## src/hw/rtl/idp_pkg.sv

```systemverilog
package idp_pkg;

    localparam int WORD_W    = 32;
    localparam int WORD_BITS = 5;
    localparam int ID_W      = 8;
    localparam int STATUS_W  = 2;

    localparam logic OP_ALLOC   = 1'b0;
    localparam logic OP_RELEASE = 1'b1;

    localparam logic [STATUS_W-1:0] ST_OK           = 2'd0;
    localparam logic [STATUS_W-1:0] ST_BEYOND       = 2'd1;
    localparam logic [STATUS_W-1:0] ST_ALREADY_FREE = 2'd2;
    localparam logic [STATUS_W-1:0] ST_EXHAUSTED    = 2'd3;

    localparam logic [1:0] RD_ZERO        = 2'd0;
    localparam logic [1:0] RD_ID          = 2'd1;
    localparam logic [1:0] RD_SCAN_NEXT   = 2'd2;
    localparam logic [1:0] RD_SHRINK_NEXT = 2'd3;

    typedef struct packed {
        logic       clear;
        logic       fresh;
        logic       beyond;
        logic       rd_en;
        logic [1:0] rd_sel;
        logic       scan_init;
        logic       scan_next;
        logic       latch_id;
        logic       grant;
        logic       already;
        logic       set_bit;
        logic       shrink;
    } t_cmd;

    typedef struct packed {
        logic clr_last;
        logic free_zero;
        logic beyond;
        logic word_nz;
        logic bit_set;
        logic id_top;
        logic shrink_more;
    } t_stat;

    function automatic logic [WORD_BITS-1:0] lo_pos(input logic [WORD_W-1:0] v);
        logic [WORD_BITS-1:0] pos;
        pos = '0;
        for (int i = WORD_W - 1; i >= 0; i--) begin
            if (v[i]) begin
                pos = WORD_BITS'(i);
            end
        end
        return pos;
    endfunction

    function automatic logic [WORD_BITS-1:0] hi_pos(input logic [WORD_W-1:0] v);
        logic [WORD_BITS-1:0] pos;
        pos = '0;
        for (int i = 0; i < WORD_W; i++) begin
            if (v[i]) begin
                pos = WORD_BITS'(i);
            end
        end
        return pos;
    endfunction

endpackage

```

## src/hw/rtl/idp_ctrl.sv

```systemverilog
module idp_ctrl (
    input  logic          i_clk,
    input  logic          i_rst_n,
    input  logic          start,
    input  logic          i_opcode,
    input  idp_pkg::t_stat i_stat,
    output idp_pkg::t_cmd  o_cmd,
    output logic          busy
);

    localparam logic [2:0] S_CLEAR = 3'd0;
    localparam logic [2:0] S_IDLE  = 3'd1;
    localparam logic [2:0] S_SCAN  = 3'd2;
    localparam logic [2:0] S_CHECK = 3'd3;
    localparam logic [2:0] S_SHRNK = 3'd4;

    logic [2:0] r_state;
    logic [2:0] n_state;
    idp_pkg::t_cmd cmd;

    always_ff @(posedge i_clk) begin
        if (!i_rst_n) begin
            r_state <= S_CLEAR;
        end else begin
            r_state <= n_state;
        end
    end

    always_comb begin
        cmd     = '0;
        n_state = r_state;
        case (r_state)
            S_CLEAR: begin
                cmd.clear = 1'b1;
                if (i_stat.clr_last) begin
                    n_state = S_IDLE;
                end
            end
            S_IDLE: begin
                if (start) begin
                    if (i_opcode == idp_pkg::OP_ALLOC) begin
                        if (i_stat.free_zero) begin
                            cmd.fresh = 1'b1;
                        end else begin
                            cmd.rd_en     = 1'b1;
                            cmd.rd_sel    = idp_pkg::RD_ZERO;
                            cmd.scan_init = 1'b1;
                            n_state       = S_SCAN;
                        end
                    end else begin
                        if (i_stat.beyond) begin
                            cmd.beyond = 1'b1;
                        end else begin
                            cmd.rd_en    = 1'b1;
                            cmd.rd_sel   = idp_pkg::RD_ID;
                            cmd.latch_id = 1'b1;
                            n_state      = S_CHECK;
                        end
                    end
                end
            end
            S_SCAN: begin
                if (i_stat.word_nz) begin
                    cmd.grant = 1'b1;
                    n_state   = S_IDLE;
                end else begin
                    cmd.scan_next = 1'b1;
                    cmd.rd_en     = 1'b1;
                    cmd.rd_sel    = idp_pkg::RD_SCAN_NEXT;
                end
            end
            S_CHECK: begin
                if (i_stat.bit_set) begin
                    cmd.already = 1'b1;
                    n_state     = S_IDLE;
                end else if (!i_stat.id_top) begin
                    cmd.set_bit = 1'b1;
                    n_state     = S_IDLE;
                end else begin
                    cmd.shrink = 1'b1;
                    if (i_stat.shrink_more) begin
                        cmd.rd_en  = 1'b1;
                        cmd.rd_sel = idp_pkg::RD_SHRINK_NEXT;
                        n_state    = S_SHRNK;
                    end else begin
                        n_state = S_IDLE;
                    end
                end
            end
            S_SHRNK: begin
                cmd.shrink = 1'b1;
                if (i_stat.shrink_more) begin
                    cmd.rd_en  = 1'b1;
                    cmd.rd_sel = idp_pkg::RD_SHRINK_NEXT;
                end else begin
                    n_state = S_IDLE;
                end
            end
            default: begin
                n_state = S_IDLE;
            end
        endcase
    end

    assign o_cmd = cmd;
    assign busy  = (r_state != S_IDLE);

endmodule

```

## src/hw/rtl/idp_dpath.sv

```systemverilog
module idp_dpath #(
    parameter int POOL_SIZE = 256
) (
    input  logic                            i_clk,
    input  logic                            i_rst_n,
    input  idp_pkg::t_cmd                   i_cmd,
    input  logic [idp_pkg::ID_W-1:0]        i_release_id,
    output idp_pkg::t_stat                  o_stat,
    output logic                            o_done,
    output logic [idp_pkg::ID_W-1:0]        o_granted_id,
    output logic [idp_pkg::STATUS_W-1:0]    o_status
);

    localparam int WW    = idp_pkg::WORD_W;
    localparam int WB    = idp_pkg::WORD_BITS;
    localparam int IW    = idp_pkg::ID_W;
    localparam int MW    = $clog2(POOL_SIZE + 1);
    localparam int DEPTH = (POOL_SIZE + WW - 1) / WW;
    localparam int AW    = (DEPTH > 1) ? $clog2(DEPTH) : 1;

    logic [WW-1:0] mem [0:DEPTH-1];
    logic [WW-1:0] r_rdata;
    logic [AW-1:0] r_clr;
    logic [AW-1:0] r_scan;
    logic [MW-1:0] r_mark;
    logic [MW-1:0] r_count;
    logic [IW-1:0] r_id;
    logic          r_first;
    logic          r_done;
    logic [IW-1:0] r_gid;
    logic [idp_pkg::STATUS_W-1:0] r_status;

    logic [MW-1:0] n_mark;
    logic [MW-1:0] n_count;
    logic          done_now;
    logic [IW-1:0] gid_now;
    logic [idp_pkg::STATUS_W-1:0] status_now;

    logic          wr_en;
    logic [AW-1:0] wr_addr;
    logic [WW-1:0] wr_data;
    logic [AW-1:0] rd_addr;

    logic [MW-1:0]       top;
    logic [AW+MW+4:0]    top_ext;
    logic [AW-1:0]       top_word;
    logic [WB-1:0]       top_bit;
    logic [AW+IW+4:0]    id_ext;
    logic [AW-1:0]       id_word;
    logic [AW+IW+4:0]    rid_ext;
    logic [AW-1:0]       rid_word;
    logic [WW-1:0]       shr_data;
    logic [WW-1:0]       le_mask;
    logic [WW-1:0]       zeros;
    logic                z_found;
    logic [WB-1:0]       z_pos;
    logic [WW-1:0]       keep_mask;
    logic [AW+MW+5:0]    shr_mark_wide;
    logic [MW-1:0]       shr_mark;
    logic [WB-1:0]       lo_bit;
    logic [AW+IW+4:0]    grant_wide;
    logic [MW+IW-1:0]    fresh_wide;
    logic                exhausted;

    assign top      = r_mark - MW'(1);
    assign top_ext  = {{(AW + 5){1'b0}}, top};
    assign top_word = top_ext[AW+WB-1:WB];
    assign top_bit  = top_ext[WB-1:0];
    assign id_ext   = {{(AW + 5){1'b0}}, i_release_id};
    assign id_word  = id_ext[AW+WB-1:WB];
    assign rid_ext  = {{(AW + 5){1'b0}}, r_id};
    assign rid_word = rid_ext[AW+WB-1:WB];

    assign shr_data  = r_rdata | (r_first ? (WW'(1) << top_bit) : '0);
    assign le_mask   = {WW{1'b1}} >> (WB'(WW - 1) - top_bit);
    assign zeros     = ~shr_data & le_mask;
    assign z_found   = |zeros;
    assign z_pos     = idp_pkg::hi_pos(zeros);
    assign keep_mask = {WW{1'b1}} >> (WB'(WW - 1) - z_pos);
    assign shr_mark_wide = z_found ? ({{(MW + 1){1'b0}}, top_word, z_pos} + (AW + MW + 6)'(1))
                                   : {{(MW + 1){1'b0}}, top_word, {WB{1'b0}}};
    assign shr_mark  = shr_mark_wide[MW-1:0];

    assign lo_bit     = idp_pkg::lo_pos(r_rdata);
    assign grant_wide = {{IW{1'b0}}, r_scan, lo_bit};
    assign fresh_wide = {{IW{1'b0}}, r_mark};
    assign exhausted  = (r_mark == MW'(POOL_SIZE));

    assign o_stat.clr_last    = (r_clr == AW'(DEPTH - 1));
    assign o_stat.free_zero   = (r_count == '0);
    assign o_stat.beyond      = ({{MW{1'b0}}, i_release_id} >= {{IW{1'b0}}, r_mark});
    assign o_stat.word_nz     = (r_rdata != '0);
    assign o_stat.bit_set     = r_rdata[r_id[WB-1:0]];
    assign o_stat.id_top      = ({{MW{1'b0}}, r_id} == {{IW{1'b0}}, top});
    assign o_stat.shrink_more = !z_found && (top_word != '0);

    always_comb begin
        case (i_cmd.rd_sel)
            idp_pkg::RD_ZERO:        rd_addr = '0;
            idp_pkg::RD_ID:          rd_addr = id_word;
            idp_pkg::RD_SCAN_NEXT:   rd_addr = r_scan + AW'(1);
            idp_pkg::RD_SHRINK_NEXT: rd_addr = top_word - AW'(1);
            default:                 rd_addr = '0;
        endcase
    end

    always_comb begin
        wr_en   = 1'b0;
        wr_addr = r_clr;
        wr_data = '0;
        if (i_cmd.clear) begin
            wr_en = 1'b1;
        end else if (i_cmd.grant) begin
            wr_en   = 1'b1;
            wr_addr = r_scan;
            wr_data = r_rdata & ~(WW'(1) << lo_bit);
        end else if (i_cmd.set_bit) begin
            wr_en   = 1'b1;
            wr_addr = rid_word;
            wr_data = r_rdata | (WW'(1) << r_id[WB-1:0]);
        end else if (i_cmd.shrink) begin
            wr_en   = 1'b1;
            wr_addr = top_word;
            wr_data = z_found ? (shr_data & keep_mask) : '0;
        end
    end

    always_comb begin
        n_mark     = r_mark;
        n_count    = r_count;
        done_now   = 1'b0;
        gid_now    = '0;
        status_now = idp_pkg::ST_OK;
        if (i_cmd.fresh) begin
            done_now = 1'b1;
            if (exhausted) begin
                status_now = idp_pkg::ST_EXHAUSTED;
            end else begin
                gid_now = fresh_wide[IW-1:0];
                n_mark  = r_mark + MW'(1);
            end
        end
        if (i_cmd.beyond) begin
            done_now   = 1'b1;
            status_now = idp_pkg::ST_BEYOND;
        end
        if (i_cmd.grant) begin
            done_now = 1'b1;
            gid_now  = grant_wide[IW-1:0];
            n_count  = r_count - MW'(1);
        end
        if (i_cmd.already) begin
            done_now   = 1'b1;
            status_now = idp_pkg::ST_ALREADY_FREE;
        end
        if (i_cmd.set_bit) begin
            done_now = 1'b1;
            n_count  = r_count + MW'(1);
        end
        if (i_cmd.shrink) begin
            done_now = !o_stat.shrink_more;
            n_mark   = shr_mark;
            n_count  = r_count + MW'(r_first) - (r_mark - shr_mark);
        end
    end

    always_ff @(posedge i_clk) begin
        if (wr_en) begin
            mem[wr_addr] <= wr_data;
        end
        if (i_cmd.rd_en) begin
            r_rdata <= mem[rd_addr];
        end
    end

    always_ff @(posedge i_clk) begin
        if (!i_rst_n) begin
            r_clr   <= '0;
            r_mark  <= '0;
            r_count <= '0;
            r_done  <= 1'b0;
        end else begin
            if (i_cmd.clear) begin
                r_clr <= r_clr + AW'(1);
            end
            r_mark  <= n_mark;
            r_count <= n_count;
            r_done  <= done_now;
        end
    end

    always_ff @(posedge i_clk) begin
        if (i_cmd.scan_init) begin
            r_scan <= '0;
        end else if (i_cmd.scan_next) begin
            r_scan <= r_scan + AW'(1);
        end
        if (i_cmd.latch_id) begin
            r_id <= i_release_id;
        end
        r_first  <= i_cmd.latch_id;
        r_gid    <= gid_now;
        r_status <= status_now;
    end

    assign o_done       = r_done;
    assign o_granted_id = r_gid;
    assign o_status     = r_status;

endmodule

```

## src/hw/rtl/id_pool_allocator.sv

```systemverilog
// Channel   Signals                              Transfer
// -------   ----------------------------------   --------------------------------
// request   start, busy, i_opcode, i_release_id   edge with start high, busy low
// result    o_done, o_granted_id, o_status       edge ending the cycle o_done is high
//
// After reset the bitmap memory is cleared one 32-bit word per cycle, with busy high.
// For an allocate with no freed ID, and any release at or beyond the mark, the
// result appears in the cycle after the transfer. An allocate of a freed ID reads
// one bitmap word per cycle from word zero up to the first nonzero word. A release
// reads its ID's word, then sets its bit or reports it already free; releasing the
// top ID lowers the mark instead, stepping down through words of only freed IDs.
// Each step uses the single bitmap memory port pair. The receiver cannot stall.
module id_pool_allocator #(
    parameter int POOL_SIZE = 256
) (
    input  logic                         i_clk,
    input  logic                         i_rst_n,
    input  logic                         start,
    output logic                         busy,
    input  logic                         i_opcode,
    input  logic [idp_pkg::ID_W-1:0]     i_release_id,
    output logic                         o_done,
    output logic [idp_pkg::ID_W-1:0]     o_granted_id,
    output logic [idp_pkg::STATUS_W-1:0] o_status
);

    idp_pkg::t_cmd  cmd;
    idp_pkg::t_stat stat;

    idp_ctrl u_ctrl (
        .i_clk    (i_clk),
        .i_rst_n  (i_rst_n),
        .start    (start),
        .i_opcode (i_opcode),
        .i_stat   (stat),
        .o_cmd    (cmd),
        .busy     (busy)
    );

    idp_dpath #(
        .POOL_SIZE (POOL_SIZE)
    ) u_dpath (
        .i_clk        (i_clk),
        .i_rst_n      (i_rst_n),
        .i_cmd        (cmd),
        .i_release_id (i_release_id),
        .o_stat       (stat),
        .o_done       (o_done),
        .o_granted_id (o_granted_id),
        .o_status     (o_status)
    );

endmodule
```

## config.mk

```make
export PLATFORM = sky130hd
export DESIGN_NAME = id_pool_allocator
export DESIGN_NICKNAME = d
export VERILOG_FILES = /design/src/hw/rtl/idp_pkg.sv /design/src/hw/rtl/idp_ctrl.sv /design/src/hw/rtl/idp_dpath.sv /design/src/hw/rtl/id_pool_allocator.sv
export SDC_FILE = /design/constraint.sdc
export NUM_CORES = 1
export LEC_CHECK = 0
export ABC_AREA = 1
export BUFFER_PORTS_ARGS = -buffer_cell sky130_fd_sc_hd__buf_2
export CORE_ASPECT_RATIO = 1.75
export CORE_UTILIZATION = 58
export CTS_CLUSTER_DIAMETER = 60
export DETAILED_ROUTE_END_ITERATION = 8
export PLACE_DENSITY = 0.77
export SLEW_MARGIN = 20
export SYNTH_ARGS = -nofsm -noshare
export SYNTH_HDL_FRONTEND = slang
export SYNTH_HIERARCHICAL = 1
export SYNTH_SLANG_ARGS = --single-unit
export TNS_END_PERCENT = 20
```

## constraint.sdc

```tcl
create_clock -name i_clk -period 5.6 [get_ports i_clk]
set_input_delay 0.28 -clock i_clk [delete_from_list [all_inputs] [get_ports i_clk]]
set_output_delay 0.28 -clock i_clk [all_outputs]
set_load 0.1 [all_outputs]
```

# == Word level (Yosys, flattened, before mapping) ==
# Memories as Yosys holds them, arrays and structs flattened. A register that Yosys moved wholly into a read port is not among the register bits.
# Cells that the tools add are included.
# totals
in_bits,12
ram_bits,256
register_bits,47
mem_count,1
output_inout_bits,12
# classes
n_shift,5
bitwise_logic,7
n_eq_ne,18
n_lt_le_gt_ge,2
reduce_logical,13
n_addsub,13
muxes,143
# mem_list
memory,words,width,rd,rd_ports_with_merged_regs,write_ports,line_no,source
u_dpath.mem,8,32,1,1,1,idp_dpath.sv:21,logic [WW-1:0] mem [0:DEPTH-1];
# op_table
cell,count
$mux W5,48
$mux W32,6
$and A32 B32 Y32,3
$shl A1 B5 Y32 const A,3
$mux W3,24
$not A32 Y32,2
$or A32 B32 Y32,2
$shr A32 B5 Y32 const A,2
$mux W9,7
$mux W4,9
$mux W1,32
$reduce_bool A32 Y1,1
$reduce_or A32 Y1,1
$mux W8,3
$pmux W3 S4,2
$add A9 B1 Y9 const B,2
$sub A9 B1 Y9 const B,2
$sub A9 B9 Y9,2
$mux W2,8
$pmux W3 S5,1
$ne A2 B2 Y1 const B,5
$sub A5 B5 Y5 const A,2
$add A8 B1 Y9 const B,1
$add A9 B1 Y9,1
25 further kinds,32

# == Longest topological paths before layout ==
# logic_depth
ltp_word,45
ltp_mapped,63

# == By module ==
# The synthesis kept the hierarchy.
# by_module_without_submodules
module,n_inst,cells_per_inst,area_each_um2
idp_dpath,1,1909,17869.6
idp_ctrl,1,63,340.3

# == Least setup slack after synthesis ==
# Ideal clock, no wire load.
# synth_path
path_type,register to register
from,register u_dpath.r_mark[1]
to,register u_dpath.r_count[8]
path_buffers,1
path_stages_with_launch,63
slack_ps,11
required_time_ps,5526
arrival_time_ps,5515
setup_ps,74
path_cell_list,dfxtp_1 -> inv_1 -> ha_1 -> inv_1 -> nand2_1 -> nand2_2 -> buf_6 -> nand2_1 -> nor2_1 -> nand2_1 -> nand3_1 -> nand2_1 -> nand2_1 -> nand2_1 -> nand2_1 -> nand2_1 -> nand2_1 -> nand2_1 -> [... 27 more ...] -> fa_1 -> inv_1 -> ha_1 -> inv_1 -> o31ai_1 -> inv_1 -> nor2_1 -> nor2_1 -> nor2_1 -> nor2_1 -> nor2_1 -> nor2_1 -> nor2_1 -> nor2_1 -> xnor2_1 -> xor2_1 -> nand2_1 -> a31oi_1
# synth_between
elab_chain_len,42
# synth_lines
element,line_no,source
from (decl),idp_dpath.sv:25,logic [MW-1:0] r_mark;
from (signal assigned),idp_dpath.sv:186,r_mark <= n_mark;
"parallel branches: the longest is 42 deep, another holds $sub A9 B1 Y9",--,
to (signal assigned),idp_dpath.sv:187,r_count <= n_count;
to (decl),idp_dpath.sv:26,logic [MW-1:0] r_count;
# Several ways; the timed one is not identified.
# A chain may end at the register's enable or synchronous reset.

# == Worst setup path after layout ==
# layout_path
from,register u_dpath.r_mark[4]
to,register u_dpath.r_count[8]
# The elaborated chain is that of the path after synthesis.

==> results.md <==
- First-pass GRT wire length: 95.2 mm
- Placed wire-length estimate: 44.7 mm
- Gr ovfl total: 0
- DR iter-0 viols: 1644
- DRC: 0
- Setup TNS Final: -1300 ps
- Clock Skew: 26.0 ps
- Worst Path Arrival: 6580 ps
- Post-synth EDFFs: 296
- Std cell rows: 85
- Period utilization: 108%
- Final Setup Violations: 5
- CP Class: register to register
- Die height: 236 um
- Max frequency: 165 MHz
- CTS Buffer Depth: 3
- Worst setup margin: -454 ps
- Tightest Pin Transition: 1110 ps
- Mapped Nets: 2033
- Fill cell count: 2214
- Area share of the largest cell type after synthesis: 48.8%
- Most common flop cell mapped by yosys: edfxtp_1
- Final net count: 2264
- TritonCTS buffer count: 30
- CP most frequent cell: nand2_1
- Worst Reg-to-Reg Cells: 43
- Multi-input logic area: 7610 sq um
- Worst hold stages: 3
- Via count: 16309
- Die area: 32100 sq um
- Antenna violations before repair: 1
- Storage cell area: 9680 sq um
- Mean Syn Cell Area: 9.23 sq um
- Max-cap viol count: 0
- Reg-to-Reg End: u_dpath/r_count[8]
- Reg2Reg Launch Point: u_dpath/r_mark[4]
- Yosys cell types: 59
- Layout cells sized above 1: 22.0%
- Synth area leaders: edfxtp_1 (49%), inv_1 (5.1%), nand2_1 (5.0%)
- Clk Tree Root Cell: clkbuf_16
- Static Leak: 0.00880 uW
- DR vias/cell: 6.23
- Reg2Reg Setup Slack: -450 ps
- Relative slew slack: 25.4%
- Die X: 136 um
- PwrDens: 411 nW/um^2
- Startpoint Class: register
- Synth Register Bits: 335
- Hold wc startpoint: i_opcode
- Cell count after synthesis: 1972
- Worst min path class: input port to register
- Floorplan core area: 30800 sq um
- Antenna viol nets, final: 0
- Asr flop ratio synth: 0%
- Commonest cells after routing, fill and taps aside: edfxtp_1 (296), buf_4 (241), inv_1 (240)
- H-tree Lvls: 1
- Commonest non-fill, non-tap cell in the layout: edfxtp_1
- Total GRT Usage: 41.2%
- CTS tree: built
- Reg clk slew, reported paths: 70 ps
- PortBufs: 23
- Crit-path max FO: 7
- Slowest cell on crit path: a21oi_1
- Hold WS: 16.9 ps
- Outcome: complete, but fails checks
- Total Wirelength: 64.9 mm
- Drt wl/cell: 24.8 um
- Crit path capture type: register
- Synthesis Warnings: 6
- VDD IR max: 0.000497 V
- Area Growth Syn to Fin: 21.9%
- Sequential cell area fraction in the yosys report: 53.1%
- Dpl cell area: 20500 sq um
- Worst path required time: 6130 ps
- Failing checks: setup timing
- Final Hold Violating Endpoints: 0
- Clock Sinks: 335
- TritonRoute pass-1 iters: 6
- Slew Limit Fails: 0
- Hold EP: u_dpath/r_scan[0]
- Final Instance Area: 22200 sq um
- Final min period: 6050 ps
- Clk_lat worst skew: 600 ps
- Io pins: 24
- RSZ-0062 raised after global routing: true
- Starting density of the core: 59.0%
- GP Congestion: 1.18
- Synthesized area: 18200 sq um
- Area leader, netlist: edfxtp_1
- Ant diodes: 0
- Largest net degree at the start of global routing: 50
- Crit path largest cell delay: 720 ps
- Vias in the first global route: 16156
- DP Worst Slack: -440 ps
-- kinds of logic (layout without fill, tap and decap cells) --
kind of cell | count (synthesis) | in the layout | synth area share (%)
multiplexers | 32 | 32 | 1.76
flip-flops | 335 | 335 | 53.1
XOR/XNOR | 21 | 21 | 1.01
adder cells (fa/ha/maj) | 49 | 49 | 3.78
AO/OA/AOI/OAI | 528 | 528 | 17.0
AND/OR/NAND/NOR | 634 | 635 | 15.4
buffers and inverters | 373 | 627 | 8.03
-- per-layer routing --
metal  track usage, %  share of wire [%]  up-vias
met5                0              0.022        -
met4             34.7                 10        2
met3             11.6                 10      359
met2             68.0                 48      953
met1             42.5                 32     7609
li1                 -                  -     7386
-- area by class of cell --
type,instances,area share (%)
clock buffers,34,3.45
clock inverters,22,0.806
inverters,274,4.73
multi-input cells,1265,34.3
flip-flops and latches,335,43.6
well taps,391,2.20
repair buffers,297,11.0
-- cell usage after synthesis, types with 6 or more instances --
cell type,n
a211oi_1,12
a21oi_1,177
a221oi_1,8
a31oi_1,39
buf_1,10
buf_6,6
clkbuf_1,78
clkinv_1,6
dfxtp_1,39
edfxtp_1,296
fa_1,10
ha_1,39
inv_1,247
inv_2,18
mux2i_1,32
nand2_1,242
nand2_2,6
nand3_1,99
nand4_1,23
nor2_1,197
nor2_2,13
nor3_1,27
nor4_1,11
o211ai_1,45
o21ai_0,159
o21ai_1,11
o22ai_1,10
o31ai_1,27
xnor2_1,6
xor2_1,15
-- critical path, delay by kind of cell, from the launching register on --
kind / cells / cell delay, ps
simple gates: 24 / 1810
compound gates: 4 / 1250
fa+ha+maj: 4 / 1190
buf+inv: 9 / 860
flops: 1 / 550
xor+xnor: 2 / 310
-- registers in the layout, indices dropped and copies added (netlist names), 2 cells and up --
signal,flops
u_dpath/mem,256
u_dpath/r_rdata,32
u_dpath/r_count,9
u_dpath/r_mark,9
u_dpath/o_granted_id,8
u_dpath/r_id,8
u_ctrl/r_state,3
u_dpath/r_clr,3
u_dpath/r_scan,3
u_dpath/o_status,2
-- report_power, final --
group / internal [uW] / switching (uW) / total (uW)
registers: 3500 / 197 / 3700
clock network: 1040 / 935 / 1980
logic: 1280 / 2170 / 3450
total: 5820 / 3300 / 9130
-- worst max-delay path by stage --
stage	startpoint	endpoint	slack, ps	cells after the start
final	u_dpath/r_mark[4]	u_dpath/r_count[8]	-450	43
after global placement	u_dpath/r_mark[1]	u_dpath/r_count[8]	-320	62
after detailed placement	u_dpath/r_mark[1]	u_dpath/r_count[8]	-440	60
after floorplan	u_dpath/r_mark[1]	u_dpath/r_count[8]	10	62
after CTS	u_dpath/r_mark[1]	u_dpath/r_count[8]	-190	57
after global routing	u_dpath/r_mark[4]	u_dpath/r_count[8]	-820	56
-- metrics by stage --
stage | cells | utilization (%) | total power [uW]
after floorplan | 1972 | - | 5370
after global placement | 2532 | 66.6 | 6570
after detailed placement | 2532 | 66.6 | 6670
after CTS | 2615 | 71.2 | 8810
after global routing | 2618 | 72.0 | 9540
final | 2618 | 72.0 | 9130
-- timing repair --
item,4_1_cts,5_1_grt
gates resized for setup,61,57
setup endpoints to repair,6,119
setup buffers,18,7
hold buffers,8,0
pin swaps,18,20
gates cloned,1,0
hold endpoints to repair,8,0
(Power assumes the default switching activity.)
